### src/rtl/mlbc_pkg.sv
// Shared types and codes for the multi-lamp blink controller.
// No dependencies; used by every module in rtl/.
`default_nettype none
package mlbc_pkg;

    localparam int OP_W   = 2;
    localparam int ID_W   = 3;
    localparam int MODE_W = 2;
    localparam int MS_W   = 16;
    localparam int REPS_W = 8;

    localparam logic [OP_W-1:0] OP_SET  = 2'd0;
    localparam logic [OP_W-1:0] OP_OFF  = 2'd1;
    localparam logic [OP_W-1:0] OP_TICK = 2'd2;

    localparam logic [MODE_W-1:0] MODE_OFF   = 2'd0;
    localparam logic [MODE_W-1:0] MODE_ON    = 2'd1;
    localparam logic [MODE_W-1:0] MODE_BLINK = 2'd2;

    localparam logic [REPS_W-1:0] REPS_ENDLESS = 8'hFF;

    // controller -> datapath
    typedef struct packed {
        logic load;       // capture item fields, point at lamp_id
        logic idx_clear;  // point at lamp 0 instead
        logic div_go;     // start ms -> tick conversion
        logic set_wr;     // write set result into addressed lamp
        logic off_one;    // switch addressed lamp off
        logic tick_one;   // advance addressed lamp by one tick
        logic idx_inc;
        logic emit;       // compare pattern, send if changed
    } mlbc_cmd_t;

    // datapath -> controller
    typedef struct packed {
        logic div_done;
        logic idx_last;
        logic id_ok;
    } mlbc_sts_t;

endpackage
`default_nettype wire

### src/rtl/mlbc_div.sv
// Two-lane divider by the constant TICK_MS using a reciprocal multiply.
// Quotients and done are registered when go is high. Depends on mlbc_pkg.
`default_nettype none
module mlbc_div #(
    parameter int TICK_MS = 10
) (
    input  wire                       clk,
    input  wire                       rst_n,
    input  wire                       go,
    input  wire [mlbc_pkg::MS_W-1:0]  dividend_a,
    input  wire [mlbc_pkg::MS_W-1:0]  dividend_b,
    output logic [mlbc_pkg::MS_W-1:0] quot_a,
    output logic [mlbc_pkg::MS_W-1:0] quot_b,
    output logic                      done
);
    localparam int MS_W    = mlbc_pkg::MS_W;
    localparam int SHIFT   = MS_W + $clog2(TICK_MS);
    localparam int RECIP_W = MS_W + 1;
    localparam int PROD_W  = MS_W + RECIP_W;
    // ceil(2^SHIFT / TICK_MS) is exact for every MS_W-bit dividend
    localparam logic [RECIP_W-1:0] RECIP =
        RECIP_W'(((64'd1 << SHIFT) + 64'(TICK_MS - 1)) / 64'(TICK_MS));

    logic [PROD_W-1:0] prod_a, prod_b;
    logic [MS_W-1:0]   qa_reg, qb_reg;
    logic              done_reg;

    assign prod_a = PROD_W'(dividend_a) * PROD_W'(RECIP);
    assign prod_b = PROD_W'(dividend_b) * PROD_W'(RECIP);

    always_ff @(posedge clk or negedge rst_n)
    begin
        if (!rst_n)
        begin
            done_reg <= 1'b0;
        end
        else
        begin
            done_reg <= go;
        end
    end

    always_ff @(posedge clk)
    begin
        if (go)
        begin
            qa_reg <= MS_W'(prod_a >> SHIFT);
            qb_reg <= MS_W'(prod_b >> SHIFT);
        end
    end

    assign quot_a = qa_reg;
    assign quot_b = qb_reg;
    assign done   = done_reg;

endmodule
`default_nettype wire

### src/rtl/mlbc_dp.sv
// Datapath: per-lamp state registers, one-lamp update logic, display pattern.
// Depends on mlbc_pkg and mlbc_div.
`default_nettype none
module mlbc_dp #(
    parameter int LAMPS   = 6,
    parameter int TICK_MS = 10
) (
    input  wire                          clk,
    input  wire                          rst_n,
    input  mlbc_pkg::mlbc_cmd_t          cmd,
    output mlbc_pkg::mlbc_sts_t          sts,
    input  wire [mlbc_pkg::ID_W-1:0]     lamp_id,
    input  wire [mlbc_pkg::MODE_W-1:0]   mode,
    input  wire [mlbc_pkg::MS_W-1:0]     on_ms,
    input  wire [mlbc_pkg::MS_W-1:0]     off_ms,
    input  wire [mlbc_pkg::REPS_W-1:0]   repeat_count,
    input  wire                          exclusive,
    output logic [LAMPS-1:0]             display_bits,
    output logic                         result_valid
);
    localparam int MS_W   = mlbc_pkg::MS_W;
    localparam int MODE_W = mlbc_pkg::MODE_W;
    localparam int REPS_W = mlbc_pkg::REPS_W;
    localparam int IDX_W  = (LAMPS > 1) ? $clog2(LAMPS) : 1;
    localparam int CNT_W  = $clog2(((1 << MS_W) - 1) / TICK_MS + 1);

    // per-lamp state
    logic [MODE_W-1:0] lamp_mode_reg [LAMPS];
    logic              lamp_lit_reg  [LAMPS];
    logic [CNT_W-1:0]  on_rem_reg    [LAMPS];
    logic [CNT_W-1:0]  off_rem_reg   [LAMPS];
    logic [CNT_W-1:0]  on_rel_reg    [LAMPS];
    logic [CNT_W-1:0]  off_rel_reg   [LAMPS];
    logic [REPS_W-1:0] cyc_reg       [LAMPS];

    logic [LAMPS-1:0]  display_now_reg, display_now_next;
    logic [LAMPS-1:0]  display_sent_reg;
    logic [LAMPS-1:0]  out_reg;
    logic              strobe_reg;
    logic [IDX_W-1:0]  idx_reg;

    // captured item fields
    logic [MODE_W-1:0] mode_in_reg;
    logic [REPS_W-1:0] reps_in_reg;
    logic              excl_in_reg;

    logic [MODE_W-1:0] mode_next;
    logic              lit_next;
    logic [CNT_W-1:0]  on_rem_next, off_rem_next, on_rel_next, off_rel_next;
    logic [REPS_W-1:0] cyc_next;
    logic [LAMPS-1:0]  lamp_bit;
    logic              lamp_wr;

    logic [MS_W-1:0]   quot_on, quot_off;
    logic              div_done;

    mlbc_div #(.TICK_MS(TICK_MS)) u_div (
        .clk        (clk),
        .rst_n      (rst_n),
        .go         (cmd.div_go),
        .dividend_a (on_ms),
        .dividend_b (off_ms),
        .quot_a     (quot_on),
        .quot_b     (quot_off),
        .done       (div_done)
    );

    assign lamp_bit = LAMPS'(1) << idx_reg;
    assign lamp_wr  = cmd.set_wr | cmd.off_one | cmd.tick_one;

    always_comb
    begin
        mode_next        = lamp_mode_reg[idx_reg];
        lit_next         = lamp_lit_reg[idx_reg];
        on_rem_next      = on_rem_reg[idx_reg];
        off_rem_next     = off_rem_reg[idx_reg];
        on_rel_next      = on_rel_reg[idx_reg];
        off_rel_next     = off_rel_reg[idx_reg];
        cyc_next         = cyc_reg[idx_reg];
        display_now_next = display_now_reg;

        if (cmd.set_wr)
        begin
            mode_next    = (mode_in_reg == mlbc_pkg::MODE_ON ||
                            mode_in_reg == mlbc_pkg::MODE_BLINK) ? mode_in_reg
                                                                 : mlbc_pkg::MODE_OFF;
            on_rem_next  = '0;
            off_rem_next = '0;
            on_rel_next  = CNT_W'(quot_on);
            off_rel_next = CNT_W'(quot_off);
            cyc_next     = reps_in_reg;
            if (excl_in_reg)
                display_now_next = lamp_bit;
            else if (mode_next == mlbc_pkg::MODE_OFF)
                display_now_next = display_now_reg & ~lamp_bit;
            else
                display_now_next = display_now_reg | lamp_bit;
        end
        else if (cmd.off_one)
        begin
            if (mode_next != mlbc_pkg::MODE_OFF)
            begin
                mode_next        = mlbc_pkg::MODE_OFF;
                on_rem_next      = '0;
                off_rem_next     = '0;
                on_rel_next      = '0;
                off_rel_next     = '0;
                cyc_next         = '0;
                display_now_next = display_now_reg & ~lamp_bit;
            end
        end
        else if (cmd.tick_one)
        begin
            case (mode_next)
                mlbc_pkg::MODE_BLINK:
                begin
                    if (cyc_next == '0)
                    begin
                        mode_next = mlbc_pkg::MODE_OFF;
                    end
                    else
                    begin
                        if (!lit_next)
                        begin
                            if (off_rem_next == '0)
                            begin
                                display_now_next = display_now_reg | lamp_bit;
                                on_rem_next      = on_rel_next;
                                lit_next         = 1'b1;
                            end
                        end
                        else if (on_rem_next == '0)
                        begin
                            display_now_next = display_now_reg & ~lamp_bit;
                            off_rem_next     = off_rel_next;
                            lit_next         = 1'b0;
                            if (cyc_next != mlbc_pkg::REPS_ENDLESS)
                                cyc_next = cyc_next - 1'b1;
                        end
                        if (on_rem_next != '0)
                            on_rem_next = on_rem_next - 1'b1;
                        if (off_rem_next != '0)
                            off_rem_next = off_rem_next - 1'b1;
                    end
                end
                mlbc_pkg::MODE_ON:
                begin
                    if (!lit_next)
                    begin
                        display_now_next = display_now_reg | lamp_bit;
                        lit_next         = 1'b1;
                    end
                end
                default:
                begin
                    if (lit_next)
                    begin
                        display_now_next = display_now_reg & ~lamp_bit;
                        lit_next         = 1'b0;
                    end
                end
            endcase
        end
    end

    always_ff @(posedge clk or negedge rst_n)
    begin
        if (!rst_n)
        begin
            for (int i = 0; i < LAMPS; i++)
            begin
                lamp_mode_reg[i] <= mlbc_pkg::MODE_OFF;
                lamp_lit_reg[i]  <= 1'b0;
                on_rem_reg[i]    <= '0;
                off_rem_reg[i]   <= '0;
                on_rel_reg[i]    <= '0;
                off_rel_reg[i]   <= '0;
                cyc_reg[i]       <= '0;
            end
            display_now_reg  <= '0;
            display_sent_reg <= '0;
            strobe_reg       <= 1'b0;
            idx_reg          <= '0;
        end
        else
        begin
            if (lamp_wr)
            begin
                lamp_mode_reg[idx_reg] <= mode_next;
                lamp_lit_reg[idx_reg]  <= lit_next;
                on_rem_reg[idx_reg]    <= on_rem_next;
                off_rem_reg[idx_reg]   <= off_rem_next;
                on_rel_reg[idx_reg]    <= on_rel_next;
                off_rel_reg[idx_reg]   <= off_rel_next;
                cyc_reg[idx_reg]       <= cyc_next;
            end
            display_now_reg <= display_now_next;

            if (cmd.load)
                idx_reg <= cmd.idx_clear ? '0 : IDX_W'(lamp_id);
            else if (cmd.idx_inc)
                idx_reg <= idx_reg + 1'b1;

            strobe_reg <= 1'b0;
            if (cmd.emit && display_now_reg != display_sent_reg)
            begin
                display_sent_reg <= display_now_reg;
                strobe_reg       <= 1'b1;
            end
        end
    end

    always_ff @(posedge clk)
    begin
        if (cmd.load)
        begin
            mode_in_reg <= mode;
            reps_in_reg <= repeat_count;
            excl_in_reg <= exclusive;
        end
        if (cmd.emit)
            out_reg <= display_now_reg;
    end

    always_comb
    begin
        sts.div_done = div_done;
        sts.idx_last = idx_reg == IDX_W'(LAMPS - 1);
        sts.id_ok    = {1'b0, lamp_id} < (mlbc_pkg::ID_W+1)'(LAMPS);
    end

    assign display_bits = out_reg;
    assign result_valid = strobe_reg;

endmodule
`default_nettype wire

### src/rtl/mlbc_ctrl.sv
// Controller: decodes an accepted item and sequences the datapath over lamps.
// Depends on mlbc_pkg.
`default_nettype none
module mlbc_ctrl (
    input  wire                         clk,
    input  wire                         rst_n,
    input  wire                         start,
    input  wire [mlbc_pkg::OP_W-1:0]    operation,
    input  wire                         all_lamps,
    input  mlbc_pkg::mlbc_sts_t         sts,
    output mlbc_pkg::mlbc_cmd_t         cmd,
    output logic                        busy
);
    typedef enum logic [2:0] {
        ST_IDLE,
        ST_DIVIDE,
        ST_OFF,
        ST_TICK,
        ST_EMIT
    } state_t;

    state_t state_reg, state_next;
    logic   all_reg, all_next;
    logic   accept;

    assign accept = start && (state_reg == ST_IDLE);
    assign busy   = state_reg != ST_IDLE;

    always_comb
    begin
        cmd        = '0;
        state_next = state_reg;
        all_next   = all_reg;
        case (state_reg)
            ST_IDLE:
            begin
                if (accept)
                begin
                    case (operation)
                        mlbc_pkg::OP_SET:
                        begin
                            if (sts.id_ok)
                            begin
                                cmd.load   = 1'b1;
                                cmd.div_go = 1'b1;
                                state_next = ST_DIVIDE;
                            end
                        end
                        mlbc_pkg::OP_OFF:
                        begin
                            all_next = all_lamps;
                            if (all_lamps)
                            begin
                                cmd.load      = 1'b1;
                                cmd.idx_clear = 1'b1;
                                state_next    = ST_OFF;
                            end
                            else if (sts.id_ok)
                            begin
                                cmd.load   = 1'b1;
                                state_next = ST_OFF;
                            end
                        end
                        mlbc_pkg::OP_TICK:
                        begin
                            cmd.load      = 1'b1;
                            cmd.idx_clear = 1'b1;
                            state_next    = ST_TICK;
                        end
                        default: ;
                    endcase
                end
            end
            ST_DIVIDE:
            begin
                if (sts.div_done)
                begin
                    cmd.set_wr = 1'b1;
                    state_next = ST_IDLE;
                end
            end
            ST_OFF:
            begin
                cmd.off_one = 1'b1;
                if (!all_reg || sts.idx_last)
                    state_next = ST_IDLE;
                else
                    cmd.idx_inc = 1'b1;
            end
            ST_TICK:
            begin
                cmd.tick_one = 1'b1;
                if (sts.idx_last)
                    state_next = ST_EMIT;
                else
                    cmd.idx_inc = 1'b1;
            end
            ST_EMIT:
            begin
                cmd.emit   = 1'b1;
                state_next = ST_IDLE;
            end
            default:
            begin
                state_next = ST_IDLE;
            end
        endcase
    end

    always_ff @(posedge clk or negedge rst_n)
    begin
        if (!rst_n)
        begin
            state_reg <= ST_IDLE;
            all_reg   <= 1'b0;
        end
        else
        begin
            state_reg <= state_next;
            all_reg   <= all_next;
        end
    end

endmodule
`default_nettype wire

### src/rtl/multi_lamp_blink_controller.sv
// Top level of the multi-lamp blink controller: controller plus datapath.
// Depends on mlbc_pkg, mlbc_ctrl, mlbc_dp (which holds mlbc_div).
//
// An item is taken when start is high and busy is low; busy stays high until
// the block can take the next one. A tick walks the lamps one per cycle and
// then compares the pattern; if the pattern changed, display_bits carries it
// with result_valid high for one cycle right after that, and it must be
// captured then, since the receiver cannot stall. A set converts both times
// by TICK_MS with a reciprocal multiply registered at acceptance and then
// writes the lamp. An off of one lamp clears that lamp; an off of every lamp
// walks all the lamps in turn. Set and off items and items with an unused
// operation code give no result.
`default_nettype none
module multi_lamp_blink_controller #(
    parameter int LAMPS   = 6,
    parameter int TICK_MS = 10
) (
    input  wire                          clk,
    input  wire                          rst_n,
    input  wire                          start,
    output logic                         busy,
    input  wire [mlbc_pkg::OP_W-1:0]     operation,
    input  wire [mlbc_pkg::ID_W-1:0]     lamp_id,
    input  wire                          all_lamps,
    input  wire [mlbc_pkg::MODE_W-1:0]   mode,
    input  wire [mlbc_pkg::MS_W-1:0]     on_ms,
    input  wire [mlbc_pkg::MS_W-1:0]     off_ms,
    input  wire [mlbc_pkg::REPS_W-1:0]   repeat_count,
    input  wire                          exclusive,
    output logic                         result_valid,
    output logic [LAMPS-1:0]             display_bits
);
    mlbc_pkg::mlbc_cmd_t cmd;
    mlbc_pkg::mlbc_sts_t sts;

    mlbc_ctrl u_ctrl (
        .clk       (clk),
        .rst_n     (rst_n),
        .start     (start),
        .operation (operation),
        .all_lamps (all_lamps),
        .sts       (sts),
        .cmd       (cmd),
        .busy      (busy)
    );

    mlbc_dp #(
        .LAMPS   (LAMPS),
        .TICK_MS (TICK_MS)
    ) u_dp (
        .clk          (clk),
        .rst_n        (rst_n),
        .cmd          (cmd),
        .sts          (sts),
        .lamp_id      (lamp_id),
        .mode         (mode),
        .on_ms        (on_ms),
        .off_ms       (off_ms),
        .repeat_count (repeat_count),
        .exclusive    (exclusive),
        .display_bits (display_bits),
        .result_valid (result_valid)
    );

endmodule
`default_nettype wire

### config.mk
export PLATFORM = sky130hd
export DESIGN_NAME = multi_lamp_blink_controller
export DESIGN_NICKNAME = d
export VERILOG_FILES = /design/src/rtl/mlbc_pkg.sv /design/src/rtl/mlbc_div.sv /design/src/rtl/mlbc_dp.sv /design/src/rtl/mlbc_ctrl.sv /design/src/rtl/multi_lamp_blink_controller.sv
export SDC_FILE = /design/constraint.sdc
export NUM_CORES = 1
export LEC_CHECK = 0
export BUFFER_PORTS_ARGS = -buffer_cell sky130_fd_sc_hd__buf_2
export CORE_ASPECT_RATIO = 1.4
export CORE_MARGIN = 3
export CORE_UTILIZATION = 40
export DETAILED_ROUTE_END_ITERATION = 8
export GPL_TIMING_DRIVEN = 0
export PLACE_DENSITY = 0.54
export RECOVER_POWER = 25
export SYNTH_ARGS = -nofsm -noshare
export SYNTH_HDL_FRONTEND = slang
export SYNTH_SLANG_ARGS = --single-unit
### constraint.sdc
create_clock -name clk -period 6.5 [get_ports clk]
set_input_delay 0.65 -clock clk [delete_from_list [all_inputs] [get_ports clk]]
set_output_delay 0.65 -clock clk [all_outputs]
set_load 0.01 [all_outputs]
# --- After elaboration in Yosys (flattened, before gate mapping) ---
# Cells that the tools add are included.
# W data, S select, Z words.
totals:
  wordCells: 254
  regBits: 442
  input_bits: 52
classes:
  n_eq_ne: 25
  shift: 1
  mux: 136
  bitwise_logic: 6
  n_lt_le_gt_ge: 3
  n_addsub: 4
  n_reduce_logical: 22
  n_mul: 2
ops:
  columns: ["cell", "n"]
  rows:
  - ["$mux W13", 43]
  - ["$bwmux W78", 4]
  - ["$bmux W13 S3", 4]
  - ["$mux W8", 12]
  - ["$mux W6", 12]
  - ["$mul A16 B16 Y32 const B", 2]
  - ["$bwmux W48", 1]
  - ["$demux W13 S3", 1]
  - ["$mux W3", 12]
  - ["$logic_not A13 Y1", 2]
  - ["$reduce_bool A13 Y1", 2]
  - ["$sub A13 B1 Y13 const B", 2]
  - ["$bmux W8 S3", 1]
  - ["$demux W8 S3", 1]
  - ["$mux W1", 22]
  - ["$mux W2", 10]
  - ["$reduce_and A7 Y1", 2]
  - ["$bwmux W12", 1]
  - ["$pmux W3 S4", 1]
  - ["$pmux W6 S2", 1]
  - ["$pmux W3 S3", 1]
  - ["$logic_not A8 Y1", 1]
  - ["$ne A2 B1 Y1 const B", 4]
  - ["$ne A4 B2 Y1 const B", 2]
  - ["39 further kinds", 55]

# --- Logic depth before layout (Yosys ltp) ---
logic_depth:
  depth_word: 20
  ltp_mapped: 26
  depth_no_buf: 23

# --- By module ---
# From an unflattened synthesis, not the netlist that was laid out.
unflattened:
  hier_cells: 3149
  hier_area_um2: 31098.6
by_module_without_submodules:
  columns: ["module", "n_inst", "area_each_um2", "cells_per_inst"]
  rows:
  - ["mlbc_dp", 1, 20594.8, 2075]
  - ["mlbc_div", 1, 10117.2, 1032]
  - ["mlbc_ctrl", 1, 386.6, 42]

# --- Worst setup path after synthesis ---
# No wires, ideal clock.
synth_path:
  path_kind: "input to register"
  start: "in on_ms[7] in the netlist's numbering"
  end: "reg u_dp.u_div.qa_reg[12], in the netlist u_dp.u_div.quot_a[12] (data pin)"
  setup_slack_ns: 0.797
  cell_stages: 21
  t_arrival_ns: 5.443
  t_required_ns: 6.240
  path_cell_list: "ha_1 inv_1 fa_1 inv_1 fa_1 fa_1 fa_1 inv_1 fa_1 inv_1 ha_1 nand2_1 o211ai_1 and3_1 nand3_1 a41oi_1 a21oi_1 o21ai_0 nor4_1 nor3_1 xnor2_1"
synth_between:
  elab_chain_len: 1
synth_lines:
  columns: ["item", "line_no", "rtl"]
  rows:
  - ["start: declaration", "multi_lamp_blink_controller.sv:26", "input wire [mlbc_pkg::MS_W-1:0] on_ms,"]
  - ["$mul A16 B16 Y32", "mlbc_div.sv:28", "assign prod_a = PROD_W'(dividend_a) * PROD_W'(RECIP);"]
  - ["via u_dp.u_div.prod_a[32]", "mlbc_div.sv:24", "logic [PROD_W-1:0] prod_a, prod_b;"]
  - ["end signal: assignment", "mlbc_div.sv:47", "qa_reg <= MS_W'(prod_a >> SHIFT);"]
  - ["end: declaration", "mlbc_div.sv:25", "logic [MS_W-1:0] qa_reg, qb_reg;"]
# The timed path passes the listed nets, and every way through them passes these cells.
# A chain may end at the register's enable or synchronous reset.

# --- Final worst setup path ---
layout_path:
  start: "reg u_dp.idx_reg[0]"
  end: "reg u_dp.off_rem_reg[25] in the netlist's numbering"
layout_between:
  elab_chain_len: 20
layout_lines:
  columns: ["item", "line_no", "rtl"]
  rows:
  - ["start: declaration", "mlbc_dp.sv:40", "logic [IDX_W-1:0] idx_reg;"]
  - ["start signal: assignment", "mlbc_dp.sv:200", "idx_reg <= cmd.idx_clear ? '0 : IDX_W'(lamp_id);"]
  - ["start signal: assignment", "mlbc_dp.sv:202", "idx_reg <= idx_reg + 1'b1;"]
  - ["$not A3 Y4 (implied by the code) *", null, null]
  - ["$bmux W13 S3", "mlbc_dp.sv:75", "on_rem_next = on_rem_reg[idx_reg];"]
  - ["$mux W13 (implied by the code) (2 in a row)", "mlbc_dp.sv:75", null]
  - ["$logic_not A13 Y1", "mlbc_dp.sv:132", "else if (on_rem_next == '0)"]
  - ["$mux W13", "mlbc_dp.sv:132", null]
  - ["$mux W13", "mlbc_dp.sv:123", "if (!lit_next)"]
  - ["$mux W13", "mlbc_dp.sv:117", "if (cyc_next == '0)"]
  - ["$mux W13", "mlbc_dp.sv:114", "case (mode_next)"]
  - ["(+3 left out)", null, null]
  - ["$sub A13 B1 Y13 / $reduce_bool A13 Y1 (equally long branches)", "mlbc_dp.sv:143, mlbc_dp.sv:142", null]
  - ["$mux W13", "mlbc_dp.sv:142", "if (off_rem_next != '0)"]
  - ["$mux W13", "mlbc_dp.sv:117", null]
  - ["$mux W13", "mlbc_dp.sv:114", null]
  - ["$mux W13", "mlbc_dp.sv:112", "else if (cmd.tick_one)"]
  - ["$mux W13", "mlbc_dp.sv:99", "else if (cmd.off_one)"]
  - ["$mux W13", "mlbc_dp.sv:82", "if (cmd.set_wr)"]
  - ["$bwmux W78 *", "mlbc_dp.sv:192", "off_rem_reg[idx_reg] <= off_rem_next;"]
  - ["end signal: indexed assignment", "mlbc_dp.sv:192", null]
  - ["end: declaration", "mlbc_dp.sv:31", "logic [CNT_W-1:0] off_rem_reg [LAMPS];"]
# Every way passes the cells marked *; elsewhere a longest branch is shown, timed or not. The select of a mux whose other input is x is not followed.

==> impl_results.md <==
* Fin nets at 3,680
* DR iter-0 viols at 1,825
* Async SR Flop Fraction at 90.3%
* Final setup vio count at 0
* Worst Hold Class: input port to flop
* Core area at 74,300 sq um
* Die X at 238 microns
* Synth top area share at 33.2%
* Fill cells at 7,120
* CTS Buf Count at 46
* F_max at 0.157 GHz
* NetSw at 3.49 mW
* Largest area contributor in the netlist: dfrtp_1
* I/O Buffers at 59
* PD cells at 294 nW/um^2
* CP startpoint kind: flop
* Worst Path Arrival at 6810 ps
* Post-route DRC at 0
* CTS clock-pin slew for the worst setup and hold paths at 70 ps
* Area Growth Syn to Fin at 11.8%
* Sequential Power Share at 29.8%
* Layout cell share with drive strength beyond 1 at 10.0%
* Prevailing post-synth register cell: dfrtp_1
* Drt wl/cell at 25.1 microns
* WHS Endpoint: u_dp.reps_in_reg[0]$_DFFE_PP_
* CTS tree: built
* Relative slew slack at -281%
* Comb pwr share at 41.1%
* Flop-to-flop setup slack at 140 ps
* Power Total at 9.88 mW
* Clk pwr share at 29.1%
* Post-DRT Antenna Nets at 0
* Fin crit share at 97.9%
* Avg Cell Area, Syn at 9.80 sq um
* Fin Hold WS at 214 ps
* Synthesized Nets at 3,557
* Number of synthesized flops with an enable pin at 43
* Worst setup EP type: flop
* Routability cong. at 0.956
* Total area of multi-input combinational cells at 17,100 sq um
* FF+latch count, synth at 442
* Cells after DPL at 4,089
* Reg2reg path depth at 21
* Vias in the first global route at 25.4k
* Maximum VDD drop at 0.376 mV
* Worst skew pair latency at 610 ps
* H-tree Lvls at 2
* Switching share of power at 35.3%
* Drt pass-1 iters at 6
* Register area share after synthesis at 37.5%
* Vias per cell at 5.74
* Initial antenna violation count at 0
* Largest net degree at the start of global routing at 121
* Die Area at 78,500 sq um
* HPWL Detailed at 79,800 microns
* RSZ-0062 raised after global routing: true
* Lkg Pwr at 16.3 nW
* Critical path type: flop to flop
* Setup TNS Final at 0 ps
* Worst r2r dst: u_dp.off_rem_reg[25]$_DFFE_PN0P_
* Hold_sp: repeat_count[0]
* Int Pwr at 6.39 mW
* Clock sink total at 442
* Root Driver: clkbuf_16
* Total GRT Usage at 27.0%
* Fin crit period at 6360 ps
* WP data required at 6950 ps
* Status: finished with violations
* Seq. cell area at 11,300 sq um
* Failing checks: capacitance limit, slew limit
* Worst Tran Pin Value at 5710 ps
* Via count at 24.0k
* Global-route wire length before repair at 159,000 microns
* Starting Density at 40.5%
* Layout Cells excl Fill at 4,186
* Clock Tree Buf Depth at 3
* Routed wire length at 105,000 microns
* Worst Hold Path Cells at 1
* Reg2reg start: u_dp.idx_reg[0]$_DFFE_PN0P_
* Diode count at 0
* Synth Cell Area at 30,100 sq um
* Global route overflow at 0
* DIE HEIGHT at 330 microns
* Final Max Slew Viols at 97
* Largest fanout on the critical path at 10
* Final Hold Viols at 0
* Io pins at 60
* Max Cap Viol at 1
* Utilization after layout at 45.3%
* Ys Warns at 0
* Synth area leaders: dfrtp_1, ha_1, fa_1, o21ai_0, nand2_1
* Clk_skew at 29.5 ps
* # rows at 118
* Synth Instances at 3,067
* Unique cell type count in the Yosys netlist at 86
-- cell usage after synthesis, types with 10 or more instances --
library cell / instances
xnor2_1: 36
edfxtp_1: 43
dfrtp_1: 399
o211ai_1: 15
o21ai_0: 420
buf_2: 20
mux2i_1: 127
nand3_1: 50
xor2_1: 22
nand2_1: 459
a22oi_1: 24
nor2b_1: 13
mux2_2: 59
ha_1: 280
or3_1: 11
o22ai_1: 15
nor2_1: 115
inv_1: 301
a222oi_1: 15
and3_1: 13
nand4_1: 15
nand2b_1: 11
a21oi_1: 87
nor3_1: 27
o21ai_1: 15
fa_1: 158
a31oi_1: 14
and2_1: 11
a21o_1: 10
mux4_2: 11
clkbuf_1: 102
-- worst max-delay path, cell delays in order, from the launching register on --
cell and delay, ps:
dfrtp_1 380, buf_6 160, buf_8 180, buf_6 190, buf_6 250, buf_6 250
buf_6 250, buf_4 290, buf_4 320, buf_6 250, mux4_2 530, a21oi_2 380
ha_1 340, and3_1 180, clkbuf_1 260, o21a_1 370, buf_4 290, o31a_2 300
buf_4 290, o21ai_0 220, a21oi_2 330, o21ai_0 130
-- timing repair --
action / CTS / global route
pin swaps: 9 / 6
buffers inserted: 13 / 3
resized for setup: 51 / 12
setup endpoints to repair: 336 / 170
hold buffers: 0 / 0
-- worst max path at each step --
stage                     slack [ps]                                to                         from
after floorplan                  800   u_dp.u_div.quot_a[12]$_DFFE_PP_                     on_ms[7]
after global placement         -3050   u_dp.on_rel_reg[54]$_DFFE_PN0P_                        rst_n
after detailed placement       -1930  u_dp.off_rem_reg[62]$_DFFE_PN0P_  u_dp.idx_reg[1]$_DFFE_PN0P_
after CTS                         40  u_dp.off_rem_reg[19]$_DFFE_PN0P_  u_dp.idx_reg[0]$_DFFE_PN0P_
after global routing             -30  u_dp.off_rem_reg[31]$_DFFE_PN0P_  u_dp.idx_reg[0]$_DFFE_PN0P_
final                            140  u_dp.off_rem_reg[25]$_DFFE_PN0P_  u_dp.idx_reg[0]$_DFFE_PN0P_
-- cell usage in the layout, fill, tap and decap left out, drive strengths merged, types with 8 or more instances in the layout --
master / netlist / routed
a21oi: 87 / 87
dfrtp: 399 / 399
a221o: 9 / 9
a31oi: 14 / 14
nor4: 10 / 10
nand3b: 9 / 9
and2: 11 / 11
clkinv: 2 / 14
a222oi: 15 / 15
a22oi: 25 / 25
xnor2: 36 / 36
nand2b: 12 / 12
edfxtp: 43 / 43
o211ai: 15 / 15
and3: 13 / 13
o21a: 8 / 8
o21ai: 435 / 435
nor2: 115 / 115
nand3: 51 / 51
nor3: 28 / 28
mux2: 61 / 61
nand2: 459 / 459
o221ai: 9 / 9
a21o: 10 / 10
ha: 280 / 280
mux2i: 128 / 128
or3: 11 / 11
buf: 50 / 125
o22ai: 15 / 15
fa: 158 / 158
xor2: 22 / 22
nor2b: 13 / 13
nand4: 15 / 15
inv: 301 / 303
mux4: 11 / 11
clkbuf: 102 / 161
-- layer usage --
layer	GRT usage, %	vias to the layer above	share of wire (%)
met3	3.01	313	4.9
li1	-	10800	-
met2	49.0	854	51
met1	30.2	12100	37
met5	0	-	0
met4	17.1	0	7.5
-- kinds of logic after synthesis --
| group | count (synthesis) | share of synthesized area [%] |
|---|---|---|
| flip-flops | 442 | 37.5 |
| adder cells (fa/ha/maj) | 438 | 22.2 |
| buffers and inverters | 455 | 6.32 |
| XOR/XNOR | 58 | 1.69 |
| AO/OA/AOI/OAI | 699 | 13.5 |
| AND/OR/NAND/NOR | 775 | 11.4 |
| multiplexers | 200 | 7.43 |
-- power by group through the flow --
stage / combinational, mW / clock, mW / sequential, mW
floorplan: 2.95 / 0 / 3.00
CTS: 4.17 / 2.92 / 2.95
global route: 4.71 / 3.03 / 2.95
finish: 4.06 / 2.88 / 2.95
global placement: 4.00 / 0 / 3.00
detailed placement: 4.12 / 0 / 3.00
-- cell type report --
cell class / count / area share, %
multi-input cells: 2170 / 50.7
flip-flops and latches: 442 / 33.6
clock buffers: 60 / 3.83
well taps: 960 / 3.57
inverters: 303 / 3.39
plain buffers: 149 / 2.42
repair buffers: 78 / 1.48
clock inverters: 24 / 1.02
-- stage by stage --
| stage | worst slack [ps] | instance area [sq um] |
|---|---|---|
| 6_report | 139 | 33600 |
| 3_3_place_gp | -3050 | 31600 |
| 4_1_cts | 39.9 | 33500 |
| 3_5_place_dp | -1930 | 31700 |
| 2_1_floorplan | 797 | 30100 |
| 5_1_grt | -28.2 | 33600 |
(Power assumes the default switching activity.)
